## src/hdl/bfsa_pkg.sv

```systemverilog
// bfsa_pkg: shared types and constants for the bounded fifo server admission block
// used by bfsa_ctrl, bfsa_dp and bounded_fifo_server_admission_core; no dependencies
package bfsa_pkg;

    localparam int TIME_W  = 48;
    localparam int SVC_W   = 32;
    localparam int LIMIT_W = 4;

    localparam logic [LIMIT_W-1:0] LIMIT_RESET = 4'd15;
    localparam logic [TIME_W-1:0]  TIME_MAX    = '1;

    // commands from controller to datapath
    typedef struct packed {
        logic capture;
        logic retire;
        logic commit;
    } t_cmd;

    // status from datapath to controller
    typedef struct packed {
        logic retire_ok;
        logic out_busy;
    } t_stat;

endpackage

```

## src/hdl/bfsa_ram.sv

```systemverilog
// bfsa_ram: generic single-write, single-read ram with registered read data
// no dependencies
module bfsa_ram #(
    parameter int WIDTH = 48,
    parameter int DEPTH = 16,
    localparam int AW = (DEPTH > 1) ? $clog2(DEPTH) : 1
) (
    input  logic             i_clk,
    input  logic             i_we,
    input  logic [AW-1:0]    i_waddr,
    input  logic [WIDTH-1:0] i_wdata,
    input  logic [AW-1:0]    i_raddr,
    output logic [WIDTH-1:0] o_rdata
);

    logic [WIDTH-1:0] r_mem [DEPTH];
    logic [WIDTH-1:0] r_rdata;

    always_ff @(posedge i_clk) begin
        if (i_we) begin
            r_mem[i_waddr] <= i_wdata;
        end
        r_rdata <= r_mem[i_raddr];
    end

    assign o_rdata = r_rdata;

endmodule

```

## src/hdl/bfsa_ctrl.sv

```systemverilog
// bfsa_ctrl: sequencer for one item: capture, read head, retire loop, commit
// depends on bfsa_pkg
module bfsa_ctrl (
    input  logic           i_clk,
    input  logic           i_rst_n,
    input  logic           i_in_valid,
    output logic           o_in_ready,
    input  bfsa_pkg::t_stat i_stat,
    output bfsa_pkg::t_cmd  o_cmd
);

    localparam logic [1:0] S_IDLE   = 2'd0;
    localparam logic [1:0] S_READ   = 2'd1;
    localparam logic [1:0] S_CHECK  = 2'd2;
    localparam logic [1:0] S_COMMIT = 2'd3;

    logic [1:0] r_state;
    logic [1:0] n_state;

    always_comb begin
        n_state       = r_state;
        o_cmd.capture = 1'b0;
        o_cmd.retire  = 1'b0;
        o_cmd.commit  = 1'b0;
        case (r_state)
            S_IDLE: begin
                if (i_in_valid) begin
                    o_cmd.capture = 1'b1;
                    n_state       = S_READ;
                end
            end
            S_READ: begin
                n_state = S_CHECK;
            end
            S_CHECK: begin
                if (i_stat.retire_ok) begin
                    o_cmd.retire = 1'b1;
                    n_state      = S_READ;
                end else begin
                    n_state = S_COMMIT;
                end
            end
            S_COMMIT: begin
                if (!i_stat.out_busy) begin
                    o_cmd.commit = 1'b1;
                    n_state      = S_IDLE;
                end
            end
            default: begin
                n_state = S_IDLE;
            end
        endcase
    end

    always_ff @(posedge i_clk) begin
        if (!i_rst_n) begin
            r_state <= S_IDLE;
        end else begin
            r_state <= n_state;
        end
    end

    assign o_in_ready = (r_state == S_IDLE);

endmodule

```

## src/hdl/bfsa_dp.sv

```systemverilog
// bfsa_dp: finish-time ring, occupancy, admission test and output register
// depends on bfsa_pkg and bfsa_ram
module bfsa_dp #(
    parameter int MAX_WAITING = 15
) (
    input  logic                          i_clk,
    input  logic                          i_rst_n,
    input  bfsa_pkg::t_cmd                i_cmd,
    output bfsa_pkg::t_stat               o_stat,
    input  logic [bfsa_pkg::LIMIT_W-1:0]  i_limit,
    input  logic [bfsa_pkg::TIME_W-1:0]   i_arrival,
    input  logic [bfsa_pkg::SVC_W-1:0]    i_service,
    input  logic                          i_out_ready,
    output logic                          o_out_valid,
    output logic                          o_accepted,
    output logic [bfsa_pkg::TIME_W-1:0]   o_finish
);

    localparam int DEPTH = MAX_WAITING + 1;
    localparam int AW    = (DEPTH > 1) ? $clog2(DEPTH) : 1;
    localparam int CW    = $clog2(DEPTH + 1);
    localparam int LW    = (CW > bfsa_pkg::LIMIT_W) ? CW : bfsa_pkg::LIMIT_W;
    localparam int TW    = bfsa_pkg::TIME_W;

    logic [AW-1:0] r_head;
    logic [AW-1:0] r_tail;
    logic [CW-1:0] r_count;
    logic [TW-1:0] r_latest;
    logic          r_out_valid;

    logic [TW-1:0]                r_arrival;
    logic [TW-1:0]                r_start;
    logic [bfsa_pkg::SVC_W-1:0]   r_service;
    logic                         r_accepted;
    logic [TW-1:0]                r_finish;

    logic [TW-1:0] ring_rdata;
    logic [TW:0]   sum;
    logic [TW-1:0] fin;
    logic [LW-1:0] eff_limit;
    logic [LW-1:0] waiting;
    logic          admit;
    logic          ring_we;

    bfsa_ram #(
        .WIDTH (TW),
        .DEPTH (DEPTH)
    ) u_ring (
        .i_clk   (i_clk),
        .i_we    (ring_we),
        .i_waddr (r_tail),
        .i_wdata (fin),
        .i_raddr (r_head),
        .o_rdata (ring_rdata)
    );

    // saturated finish time of the captured item
    assign sum = {1'b0, r_start} + (TW + 1)'(r_service);
    assign fin = sum[TW] ? bfsa_pkg::TIME_MAX : sum[TW-1:0];

    // admission against min(limit, capacity)
    assign eff_limit = (LW'(i_limit) > LW'(MAX_WAITING)) ? LW'(MAX_WAITING) : LW'(i_limit);
    assign waiting   = LW'(r_count - CW'(1));
    assign admit     = (r_count == '0) || (waiting < eff_limit);
    assign ring_we   = i_cmd.commit && admit;

    assign o_stat.retire_ok = (r_count != '0) && (ring_rdata <= r_arrival);
    assign o_stat.out_busy  = r_out_valid && !i_out_ready;

    always_ff @(posedge i_clk) begin
        if (!i_rst_n) begin
            r_head      <= '0;
            r_tail      <= '0;
            r_count     <= '0;
            r_latest    <= '0;
            r_out_valid <= 1'b0;
        end else begin
            if (i_cmd.retire) begin
                r_head  <= (r_head == AW'(DEPTH - 1)) ? '0 : r_head + AW'(1);
                r_count <= r_count - CW'(1);
            end
            if (ring_we) begin
                r_tail   <= (r_tail == AW'(DEPTH - 1)) ? '0 : r_tail + AW'(1);
                r_count  <= r_count + CW'(1);
                r_latest <= fin;
            end
            if (i_cmd.commit) begin
                r_out_valid <= 1'b1;
            end else if (i_out_ready) begin
                r_out_valid <= 1'b0;
            end
        end
    end

    always_ff @(posedge i_clk) begin
        if (i_cmd.capture) begin
            r_arrival <= i_arrival;
            r_service <= i_service;
            r_start   <= (r_latest > i_arrival) ? r_latest : i_arrival;
        end
        if (i_cmd.commit) begin
            r_accepted <= admit;
            r_finish   <= admit ? fin : '0;
        end
    end

    assign o_out_valid = r_out_valid;
    assign o_accepted  = r_accepted;
    assign o_finish    = r_finish;

endmodule

```

## src/hdl/bounded_fifo_server_admission_core.sv

```systemverilog
// bounded_fifo_server_admission_core: single server fifo queue with tail drop
// result registered at commit, after capture, the head read and retire loop on the ring ram;
// commit waits while the output is stalled; a new item is taken only after the last commits
// reset: synchronous active low clears pointers, occupancy, last finish and output valid;
// queue_limit returns to 15; ring contents are not cleared and no clearing pass runs
// depends on bfsa_pkg, bfsa_ctrl, bfsa_dp, bfsa_ram
module bounded_fifo_server_admission_core #(
    parameter int MAX_WAITING = 15
) (
    input  logic        i_clk,
    input  logic        i_rst_n,
    input  logic        i_cfg_we,
    input  logic [3:0]  i_cfg_wdata,
    input  logic        s_axis_tvalid,
    output logic        s_axis_tready,
    input  logic [79:0] s_axis_tdata,   // arrival_time[47:0], service_time[79:48]
    output logic        m_axis_tvalid,
    input  logic        m_axis_tready,
    output logic [47:0] m_axis_tdata,   // end_time[47:0]
    output logic        m_axis_tuser    // accepted
);

    logic [bfsa_pkg::LIMIT_W-1:0] r_limit;
    bfsa_pkg::t_cmd  cmd;
    bfsa_pkg::t_stat stat;

    always_ff @(posedge i_clk) begin
        if (!i_rst_n) begin
            r_limit <= bfsa_pkg::LIMIT_RESET;
        end else if (i_cfg_we) begin
            r_limit <= i_cfg_wdata;
        end
    end

    bfsa_ctrl u_ctrl (
        .i_clk      (i_clk),
        .i_rst_n    (i_rst_n),
        .i_in_valid (s_axis_tvalid),
        .o_in_ready (s_axis_tready),
        .i_stat     (stat),
        .o_cmd      (cmd)
    );

    bfsa_dp #(
        .MAX_WAITING (MAX_WAITING)
    ) u_dp (
        .i_clk       (i_clk),
        .i_rst_n     (i_rst_n),
        .i_cmd       (cmd),
        .o_stat      (stat),
        .i_limit     (r_limit),
        .i_arrival   (s_axis_tdata[47:0]),
        .i_service   (s_axis_tdata[79:48]),
        .i_out_ready (m_axis_tready),
        .o_out_valid (m_axis_tvalid),
        .o_accepted  (m_axis_tuser),
        .o_finish    (m_axis_tdata)
    );

endmodule
```

## config.mk

```make
export PLATFORM = sky130hd
export DESIGN_NAME = bounded_fifo_server_admission_core
export DESIGN_NICKNAME = d
export VERILOG_FILES = /design/src/hdl/bfsa_pkg.sv /design/src/hdl/bfsa_ram.sv /design/src/hdl/bfsa_ctrl.sv /design/src/hdl/bfsa_dp.sv /design/src/hdl/bounded_fifo_server_admission_core.sv
export SDC_FILE = /design/constraint.sdc
export NUM_CORES = 1
export LEC_CHECK = 0
export ABC_AREA = 1
export BUFFER_PORTS_ARGS = -buffer_cell sky130_fd_sc_hd__buf_4
export CORE_MARGIN = 2
export CORE_UTILIZATION = 45
export CTS_CLUSTER_SIZE = 10
export DETAILED_ROUTE_END_ITERATION = 10
export PLACE_DENSITY = 0.59
export SETUP_SLACK_MARGIN = 0.3
export SKIP_CTS_REPAIR_TIMING = 1
export SLEW_MARGIN = 20
export SYNTH_ARGS = -nofsm -noshare
export SYNTH_HDL_FRONTEND = slang
export SYNTH_SLANG_ARGS = --single-unit
```

## constraint.sdc

```tcl
create_clock -name i_clk -period 9.8 [get_ports i_clk]
set_input_delay 1.47 -clock i_clk [delete_from_list [all_inputs] [get_ports i_clk]]
set_output_delay 1.47 -clock i_clk [all_outputs]
set_load 0.01 [all_outputs]
```

# After elaboration in Yosys (flattened, before gate mapping)
# Memories as Yosys holds them, arrays and structs flattened. A register that Yosys moved wholly into a read port is not among the register bits.
# Cells that the tools add are included.
# W data, S select, Z words.
# totals
output_inout_bits	51
regBits	245
latchBits	0
mem_bits_rw	768
wordCells	59
mem_count	1
romBits	0
# classes
n_reduce_logical	11
mul	0
mux	20
div_mod_pow	0
eq_ne	7
shifts	0
addsub	5
order_cmp	3
n_bitwise	0
# mem_list
memory	words	word_bits	read_ports	rd_clocked_by_memory_dff	wr	line_no	rtl
u_dp.u_ring.r_mem	16	48	1	1	1	bfsa_ram.sv:16	logic [WIDTH-1:0] r_mem [DEPTH];
# op_table
operator	n
$mux W48	2
$add A48 B32 Y49	1
$gt A48 B48 Y1	1
$le A48 B48 Y1	1
$mux W1	10
$mux W5	2
$add A4 B1 Y4 const B	2
$eq A4 B4 Y1 const B	2
$mux W4	2
$pmux W2 S4	1
$mux W2	3
$add A5 B1 Y5 const B	1
$logic_not A5 Y1	1
$lt A5 B4 Y1	1
$reduce_bool A5 Y1	1
$sub A5 B1 Y5 const B	1
$eq A2 B2 Y1 const B	2
$ne A2 B2 Y1 const B	2
$reduce_bool A2 Y1	2
$logic_and A1 B1 Y1	3
$eq A2 B1 Y1 const B	1
$logic_not A2 Y1	1
$reduce_and A2 Y1	1
$logic_not A1 Y1	1
$logic_or A1 B1 Y1	1

# Depth between registers and ports, before layout
# Gate-level depths: netlist of the first run.
# depth
depth_word	7
mapped_depth	19

# Modules after synthesis
# A second synthesis of the first run with hierarchy kept.
# unflattened
cells_unflattened	5173
hier_area_um2	49520.0
# modules_own_cells
mod	area_per_inst_um2	cells_each	seq_area_each_um2	n_inst
bfsa_ram	33988.8	3165	24023.0	1
bfsa_dp	15277.2	1974	6556.3	1
bounded_fifo_server_admission_core	133.9	17	80.1	1
bfsa_ctrl	120.1	17	40.0	1

# Worst setup path after synthesis of the first run
# Ideal clock, no wire load.
# synth_timing
path_type	in2reg
from	in s_axis_tvalid
to	reg u_dp.r_arrival[0] (enable)
required_ns	9.182
cell_stages	2
path_slack_ns	2.306
path_buffers	0
arrival_time_ns	6.876
setup_time_ns	0.618
path_cell_list	nand2_1 > nor2_1
# synth_rtl
item	line_no	rtl
start: declaration	bounded_fifo_server_admission_core.sv:14	input logic s_axis_tvalid,
end signal: assignment	bfsa_dp.sv:97	r_arrival <= i_arrival;
end: declaration	bfsa_dp.sv:31	logic [TW-1:0] r_arrival;

# Final worst setup path of the first run
# layout_timing
from	reg u_dp.r_start[0]
to	mem u_dp.u_ring.r_mem[9][41], data pin
# layout_between
elab_chain_cells	2
# layout_rtl
item	line_no	rtl
start: declaration	bfsa_dp.sv:32	logic [TW-1:0] r_start;
start signal: assignment	bfsa_dp.sv:99	r_start <= (r_latest > i_arrival) ? r_latest : i_arrival;
$add A48 B32 Y49	bfsa_dp.sv:58	assign sum = {1'b0, r_start} + (TW + 1)'(r_service);
$mux W48	bfsa_dp.sv:59	assign fin = sum[TW] ? bfsa_pkg::TIME_MAX : sum[TW-1:0];
named net u_dp.fin[41]	bfsa_dp.sv:39	logic [TW-1:0] fin;
end: declaration	bfsa_ram.sv:16	
# The timed path passes the listed nets, and every way through them passes these cells.

==> results of run 1 <==
logic make-up (layout without fill, tap and decap cells):
group                    count (synthesis)  in the layout
AND/OR/NAND/NOR                       1394           1394
adder cells (fa/ha/maj)                139            139
XOR/XNOR                                30             30
other                                    0              1
flip-flops                            1061           1061
AO/OA/AOI/OAI                          854            854
buffers and inverters                  502            681
per-stage QoR:
stage | instances | hold slack (ns) | setup slack [ns]
CTS | 5457 | 0.465 | 5.56
global route | 5458 | 0.471 | 5.33
global placement | 5269 | 0.452 | 5.37
floorplan | 3980 | 0.430 | 2.31
finish | 5458 | 0.462 | 5.53
detailed placement | 5269 | 0.459 | 5.40
layer usage:
layer / vias up / GRT usage
met1: 15423 / 0.365
met3: 180 / 0.0387
li1: 14346 / -
met5: - / 0
met4: 2 / 0.0705
met2: 1103 / 0.404
cells in the final DEF (no fill, tap or decap), types with 2 or more instances in the layout:
cell type,Yosys,final
dfxtp_1,116,113
a21o_1,2,2
a31oi_1,10,10
edfxtp_1,945,945
ha_1,138,138
inv_6,0,3
clkbuf_16,0,120
nor2_2,10,10
nor2_4,0,19
o221ai_1,77,77
clkinv_2,0,3
nand3_1,182,182
nand3_2,13,13
inv_16,0,2
or2_2,2,2
nand2_2,5,5
nor3_1,15,15
nand3_4,10,10
o22ai_1,115,115
nand3b_1,3,3
nand2_1,505,505
o21bai_1,4,4
xnor2_1,8,8
nand4_1,34,34
nor2_1,609,590
xor2_1,22,22
clkbuf_8,0,2
a21oi_1,121,121
clkbuf_1,152,58
o21a_1,4,4
nor4_1,2,2
inv_1,302,299
inv_2,2,4
buf_4,2,187
o21ai_1,4,4
o21ai_0,488,487
a21boi_0,2,2
o211ai_1,22,22
dfxtp_4,0,3
sequential cells by signal, indices dropped and copies added, names as in the netlist:
signal and flops:
u_dp.u_ring.o_rdata 48, u_dp.u_ring.r_mem 768, u_dp.r_arrival 48, u_dp.r_head 4
u_ctrl.r_state 2, u_dp.r_tail 4, u_dp.o_out_valid 1, u_dp.o_finish 48
u_dp.r_start 48, u_dp.r_count 5, u_dp.o_accepted 1, r_limit 4
u_dp.r_latest 48, u_dp.r_service 32
power by group through the flow:
| stage | sequential, mW | combinational (mW) | clock [mW] |
|---|---|---|---|
| after detailed placement | 5.53 | 1.50 | 0 |
| after global placement | 5.53 | 1.48 | 0 |
| after global routing | 5.44 | 1.64 | 4.21 |
| after floorplan | 5.49 | 0.817 | 0 |
| final | 5.44 | 1.50 | 3.97 |
| after CTS | 5.43 | 1.50 | 4.03 |
final timing paths:
| check | cells past startpoint | slack, ns | to |
|---|---|---|---|
| max | 13 | 5.53 | u_dp.u_ring.r_mem[9][41] |
| min | 2 | 0.46 | r_limit[0] |
| max reg2reg | 13 | 5.53 | u_dp.u_ring.r_mem[9][41] |
| min reg2reg | 2 | 0.46 | r_limit[0] |
final cells by class:
cell class,count,area (µm²),area share
sequential,1061,30700,0.601
multi-input combinational,2417,12800,0.251
clock buffer,180,3250,0.0636
tap,1298,1620,0.0318
timing repair buffer,187,1400,0.0275
inverter,306,1160,0.0227
clock inverter,8,103,0.00201
antenna,1,2.50,0.0000490
worst reg2reg max path: cells and delay by family (launching register included):
kind                     cells  cell delay (ns)
AND/OR/NAND/NOR              8             1.54
buffers and inverters        2             0.88
adder cells (fa/ha/maj)      2             0.77
flip-flops                   1             0.38
AO/OA/AOI/OAI                1             0.15
==> impl_results.md, run 1 <==
* Met2 WL at 61,900 µm
* Area of the mapped netlist at 45,300 µm²
* Top cells by instance count after synthesis: edfxtp_1 (945), nor2_1 (609), nand2_1 (505), o21ai_0 (488), inv_1 (302)
* Skew-Pair Late Insertion Delay at 0.73 ns
* WS Path Type: reg -> reg
* Most frequent cell after synthesis: edfxtp_1
* Synth warn at 0
* Slew Viols, Final at 0
* Avg WL per Cell at 24.2 µm
* Clock buffer depth at 3
* Final Instance Area at just over 50,000 µm²
* Worst EP required at 9.98 ns
* CP arrival at approximately 4.5 ns
* First-pass DRT Iterations at 6
* Share of cells above drive strength 1 at 0.0935
* Leakage at 18.8 nW
* Die area at 103,000 µm²
* Synth Area in Compound Gates at 0.107
* Critical path's top delay family: simple AND/OR/NAND/NOR gates
* Yosys top cell by area: edfxtp_1
* Clock power frac at 0.364
* Buffers added on ports at 139
* CP Cell Sequence: ha_1 -> fa_1 -> nand3_1 -> nand2_2 -> nand2_1 -> nand3_2 -> nand2_1 -> nand2_2 -> nand3_2 -> a21oi_4 -> inv_2 -> buf_4 -> nand3_1
* Drt via density at 5.69
* Placed cell areas at 47,700 µm²
* Cell variety after synth at 48
* H-tree depth at 3
* Fin Setup TNS at 0 ns
* Pint at between 7 and 8 mW
* Worst Hold Class: reg -> reg
* CTS buffer count at 118
* Critical Path Slowest Stage Cell: nand3_1
* Endpoints failing setup at 0
* Simple-gate area share of the yosys netlist at 0.129
* Buf+Inv Stages, Crit Path at 2
* Largest family of logic cells by synthesized area: simple AND/OR/NAND/NOR gates
* Layout Utilization at 0.511
* Crit path launch type: register
* Hold Startpoint: r_limit[0]
* Top cells by area, synth: edfxtp_1 (63%), o21ai_0 (5.4%), dfxtp_1 (5.1%), nor2_1 (5.0%), nand2_1 (4.2%)
* Max Clock Freq at ~230 MHz
* Routed met3 length at 8890 µm
* Vias in the first global route at 29,375
* Io pins at 140
* Initial drt markers at around 3,400
* Clk_skew at 0.0398 ns
* Slew margin rel. at 0.196
* Comb pwr share at 0.138
* PwrDens at 214 nW/µm²
* First-pass GRT wire length at 195,000 µm
* Peak VDD IR at about 140 µV
* Die Width at 321 µm
* Worst Path Max Fanout at 33
* CTS sink cnt at around 1,100
* Sequential share of power at 0.498
* Maximum number of pins on one net before global-route repair at 157
* Asr flop ratio synth at 0
* Pwr Total at 10.9 mW
* Fillcell total at 8,811
* CORE AREA at about 100,000 µm²
* Slew @ Worst Pin at approximately 1.2 ns
* DRC viols at 0
* Reg clk slew, reported paths at around 0.060 ns
* Post-synth EDFFs at approximately 950
* Top layer in use: met5
* Mapped Cells at 3,980
* Area grow syn2layout at 12.7%
* DRT antenna net count at 0
* Initial antenna violation count at 2
* CP startpoint: u_dp.r_start[0]
* Fin crit share at 0.436
* M1 WL at 58,100 µm
* CTS tree: yes
* Dominant synthesized flop cell: edfxtp_1
* Yosys top cell area share at 0.626
* Post-layout min period at 4.27 ns
* Max Cap Violations at 0
* Avg Cell Area, Syn at 11.4 µm²
* Final Hold Vio Count at 0
* Multiplexer area fraction after synthesis at 0
* Hpwl dp at 83,000 µm
* WL final at 132,000 µm
* Critical Path Max Stage Delay at approximately 0.74 ns
* Nets at 4,319
* Global route overflow at 0
* GP Congestion at 0.956
* Initial core utilization at 0.453
* Switching share of power at 0.272
* Crit Reg-Reg Startpoint: u_dp.r_start[0]
* Unrepaired setup endpoints after global routing: false
* CP endpoint kind: register
* Via count of the routed design at just over 30,000
* Rows at approximately 120
* Syn_nets at 4,208
* Xor/xnor share of the synthesized area at 0.00580
* Run status: finished clean
* Net load switching power at between 2 and 3 mW
* Post-synthesis adder-cell area fraction at 0.0385
* Register area share after synthesis at 0.677
* Root buf cell: clkbuf_16
* Seq cells post-synth at 1,061
* Die Ht at approximately 320 µm
* GRT Util Overall at 0.254
No activity file was read; power rests on OpenSTA's default activity.
==> inputs of run 2 (changes only) <==
--- a/config.mk
+++ b/config.mk
@@ -5,7 +5,7 @@
 export SDC_FILE = /design/constraint.sdc
 export NUM_CORES = 1
 export LEC_CHECK = 0
-export ABC_AREA = 1
+export ABC_AREA = 0
 export BUFFER_PORTS_ARGS = -buffer_cell sky130_fd_sc_hd__buf_4
 export CORE_MARGIN = 2
 export CORE_UTILIZATION = 45
==> constraint.sdc (replaced) <==
create_clock -name i_clk -period 4.01 [get_ports i_clk]
set_input_delay 0.6015 -clock i_clk [delete_from_list [all_inputs] [get_ports i_clk]]
set_output_delay 0.6015 -clock i_clk [all_outputs]
set_load 0.01 [all_outputs]
==> run 2 against run 1 <==
Critical path depth fell by 2; final cell count shrank 25%; global-route usage fell by 2.3 points; via count is 23% lower; register-to-register slack lost 5.2 ns.
==> impl_results.md, run 2 <==
* Run status: finished clean (unchanged)
* Top cells by area, synth: edfxtp_1 (65%), mux4_2 (12%), dfxtp_1 (5.3%), ha_1 (4.0%), inv_1 (1.3%) (was edfxtp_1 (63%), o21ai_0 (5.4%), dfxtp_1 (5.1%), nor2_1 (5.0%), nand2_1 (4.2%))
* GRT Util Overall at 0.232 (was 0.254)
* Area of the mapped netlist at 43,600 µm² (was 45,300 µm²)
* Worst EP required at 4.44 ns (was 9.98 ns)
* Top reg by flops: u_dp.u_ring.r_mem (unchanged)
* Yosys top cell by area: edfxtp_1 (unchanged)
* Largest register FFs at 768 (unchanged)
* Net load switching power at 5.91 mW (was 2.97 mW)
* Reg2reg setup slack at 0.32 ns (was 5.53 ns)
* Hold path depth at 1 (was 2)
* CTS sink cnt at 1,061 (unchanged)
* Pwr Total at 25.0 mW (was 10.9 mW)
* Vias in the first global route at 23,848 (was 29,375)
* Buffers added on ports at 139 (unchanged)
* Fillcell total at 7,672 (was 8,811)
* Critical Path Max Stage Delay at 0.86 ns (was 0.74 ns)
* Die Ht at 315 µm (was 321 µm)
* Switching share of power at 0.237 (was 0.272)
* Leakage at 17.5 nW (was 18.8 nW)
* CP arrival at 4.12 ns (was 4.46 ns)
* Crit path launch type: register (unchanged)
* Slew @ Worst Pin at 1.10 ns (was 1.20 ns)
* Critical path's top delay family: compound AO/OA/AOI/OAI gates (was simple AND/OR/NAND/NOR gates)
* Cell variety after synth at 67 (was 48)
* Clock buffer depth at 3 (unchanged)
* Drt via density at 5.81 (was 5.69)
* Most frequent cell after synthesis: edfxtp_1 (unchanged)
* Avg Cell Area, Syn at 17.8 µm² (was 11.4 µm²)
* R2R cell count at 11 (was 13)
* Skew-Pair Late Insertion Delay at 0.69 ns (was 0.73 ns)
* Root buf cell: clkbuf_16 (unchanged)
* Die area at 99,400 µm² (was 103,000 µm²)
* Register area share after synthesis at 0.704 (was 0.677)
* Critical Path Slowest Stage Cell: o21ai_0 (was nand3_1)
* Pint at 19.1 mW (was 7.94 mW)
* Hpwl dp at 70,500 µm (was 83,000 µm)
* Post-layout min period at 3.69 ns (was 4.27 ns)
* Yosys top cell area share at 0.651 (was 0.626)
* WS Path Type: reg -> reg (unchanged)
* Peak VDD IR at 332 µV (was 142 µV)
* Unrepaired setup endpoints after global routing: true (was false)
* Most common cell after layout, fill and taps aside: edfxtp_1 (unchanged)
* Io pins at 140 (unchanged)
* Area grow syn2layout at 16.2% (was 12.7%)
* Most frequent cells in the layout: edfxtp_1 (945), mux4_2 (240), buf_4 (221), ha_1 (136), inv_1 (128) (was edfxtp_1 (945), nor2_1 (590), nand2_1 (505), o21ai_0 (487), inv_1 (299))
* Clk_skew at 0.0266 ns (was 0.0398 ns)
* Clock power frac at 0.393 (was 0.364)
* Hold endpoint: u_dp.r_service[14] (was r_limit[0])
* CP Cell Sequence: ha_1 -> a21oi_1 -> nor2b_1 -> o21ai_0 -> a21oi_1 -> nor3_1 -> o21ai_0 -> o21ai_0 -> a31oi_4 -> buf_4 -> mux2_2 (was ha_1 -> fa_1 -> nand3_1 -> nand2_2 -> nand2_1 -> nand3_2 -> nand2_1 -> nand2_2 -> nand3_2 -> a21oi_4 -> inv_2 -> buf_4 -> nand3_1)
* Post-synth EDFFs at 945 (unchanged)
* Comb pwr share at 0.092 (was 0.138)
* Setup WS pre-CTS at -0.160 ns (was 5.40 ns)
* Rows at 114 (was 116)
* Synth warn at 0 (unchanged)
* Max Cap Violations at 0 (unchanged)
* Final worst-path setup slack at 0.322 ns (was 5.53 ns)
* Seq cells post-synth at 1,061 (unchanged)
* Avg WL per Cell at 28.0 µm (was 24.2 µm)
* GP Congestion at 0.862 (was 0.956)
* Initial drt markers at 2,612 (was 3,404)
* First-pass DRT Iterations at 7 (was 6)
* CTS tree: yes (unchanged)
* Hold Startpoint: s_axis_tdata[62] (was r_limit[0])
* CTS buffer count at 118 (unchanged)
* Share of cells above drive strength 1 at 0.267 (was 0.0935)
* Sequential share of power at 0.515 (was 0.498)
* Final Hold Vio Count at 0 (unchanged)
* DRC viols at 0 (unchanged)
* Syn_nets at 2,682 (was 4,208)
* Mapped Cells at 2,454 (was 3,980)
* Slew Viols, Final at 0 (unchanged)
* H-tree depth at 3 (unchanged)
* Dominant synthesized flop cell: edfxtp_1 (unchanged)
* WL final at 115,000 µm (was 132,000 µm)
* Top cells by instance count after synthesis: edfxtp_1 (945), mux4_2 (240), inv_1 (154), ha_1 (138), dfxtp_1 (116) (was edfxtp_1 (945), nor2_1 (609), nand2_1 (505), o21ai_0 (488), inv_1 (302))
* Min Hold Slack at 0.0858 ns (was 0.462 ns)
* First-pass GRT wire length at 165,000 µm (was 195,000 µm)
* Global route overflow at 0 (unchanged)
* DRT antenna net count at 0 (unchanged)
* Buf+Inv Stages, Crit Path at 1 (was 2)
* Nets at 2,943 (was 4,319)
* Initial antenna violation count at 7 (was 2)
* Worst Path Max Fanout at 12 (was 33)
* PwrDens at 494 nW/µm² (was 214 nW/µm²)
* Reg clk slew, reported paths at 0.06 ns (about the same)
* Endpoints failing setup at 0 (unchanged)
* CP dominant cell by count: o21ai_0
* CP endpoint kind: register (unchanged)
* Placed Instances at 3,858 (was 5,269)
* Maximum number of pins on one net before global-route repair at 85 (was 157)
* CORE AREA at 96,300 µm² (was 100,000 µm²)
* Asr flop ratio synth at 0 (unchanged)
* Worst Hold Class: in -> reg (was reg -> reg)
* Via count of the routed design at 23,809 (was 31,054)
* Die Width at 315 µm (was 321 µm)
* Initial core utilization at 0.453 (about the same)
* Slew margin rel. at 0.262 (was 0.196)
* RR Endpoint: u_dp.r_start[1] (was u_dp.u_ring.r_mem[9][41])
* Fin crit share at 0.920 (was 0.436)
* Finished Layout Cells at 4,095 (was 5,458)
* Max Clock Freq at 271 MHz (was 234 MHz)
* Crit Reg-Reg Startpoint: u_dp.r_latest[41] (was u_dp.r_start[0])
## run 2: cell count changes in the layout (fill, tap and decap cells not counted), sizes merged, moves of 160 or more
cell	change
nor2	-502
o21ai	-424
nand2	-411
mux4	+240
nand3	-188
inv	-160
## run 2: final cells by class
cell class / count / area (µm²) / area share
tap: 1276 / 1600 / 0.0315
timing repair inverter: 2 / 15.0 / 0.000296
sequential: 1061 / 30700 / 0.607
multi-input combinational: 1139 / 12200 / 0.241
antenna: 1 / 2.50 / 0.0000494
timing repair buffer: 239 / 2000 / 0.0395
clock buffer: 213 / 3380 / 0.0667
inverter: 154 / 619 / 0.0122
clock inverter: 10 / 105 / 0.00208
## run 2: cells by family (layout without fill, tap and decap cells)
kind of cell               Yosys count  in the layout  share of synthesized area
buffers and inverters              254            618                     0.0234
other                                0              1                          0
adders and majority gates          139            139                     0.0401
AOI/OAI and AO/OA                  314            314                     0.0475
DFF                               1061           1061                      0.704
muxes                              294            294                      0.138
and+or+nand+nor                    345            345                     0.0375
xor gates and xnor gates            47             47                    0.00944
## run 2: per-stage QoR
stage,utilization,setup TNS (ns),cell area [µm²]
floorplan,-,0,43800
global placement,0.487,-2.55,46900
detailed placement,0.487,-3.23,46900
CTS,0.523,0,50400
global route,0.526,0,50600
finish,0.526,0,50600
## run 2: worst register-to-register path, cell delays in order, from the launching register on
cell,delay (ns)
dfxtp_1,0.34
ha_1,0.31
a21oi_1,0.07
nor2b_1,0.10
o21ai_0,0.09
a21oi_1,0.13
nor3_1,0.05
o21ai_0,0.86
o21ai_0,0.34
a31oi_4,0.46
buf_4,0.33
mux2_2,0.37
## run 2: routing by layer
layer	global-route usage	vias up	share of wire
met5	0	-	0
met4	0.0696	0	0.023
met3	0.0361	156	0.075
met2	0.359	970	0.47
met1	0.340	12472	0.43
li1	-	10211	-
## run 2: power groups by stage
stage                     registers, mW  logic (mW)  clock network [mW]
final                              12.9        2.29                9.84
after global routing               12.9        2.50                10.4
after CTS                          12.9        2.14                10.0
after detailed placement           13.1        2.12                   0
after global placement             13.1        2.06                   0
after floorplan                    13.1        1.21                   0
## run 2: worst max-delay path by stage
| stage | startpoint | to | slack (ns) | depth (start not counted) |
|---|---|---|---|---|
| floorplan | m_axis_tready | u_dp.u_ring.r_mem[3][0] | 0.21 | 6 |
| detailed placement | s_axis_tdata[47] | u_dp.r_start[1] | -0.16 | 10 |
| CTS | u_dp.r_service[0] | u_dp.u_ring.r_mem[12][20] | 0.09 | 11 |
| global route | u_dp.r_service[0] | u_dp.u_ring.r_mem[10][19] | 0.21 | 12 |
| finish | u_dp.r_latest[41] | u_dp.r_start[1] | 0.32 | 11 |
| global placement | s_axis_tdata[45] | u_dp.r_start[1] | -0.14 | 10 |
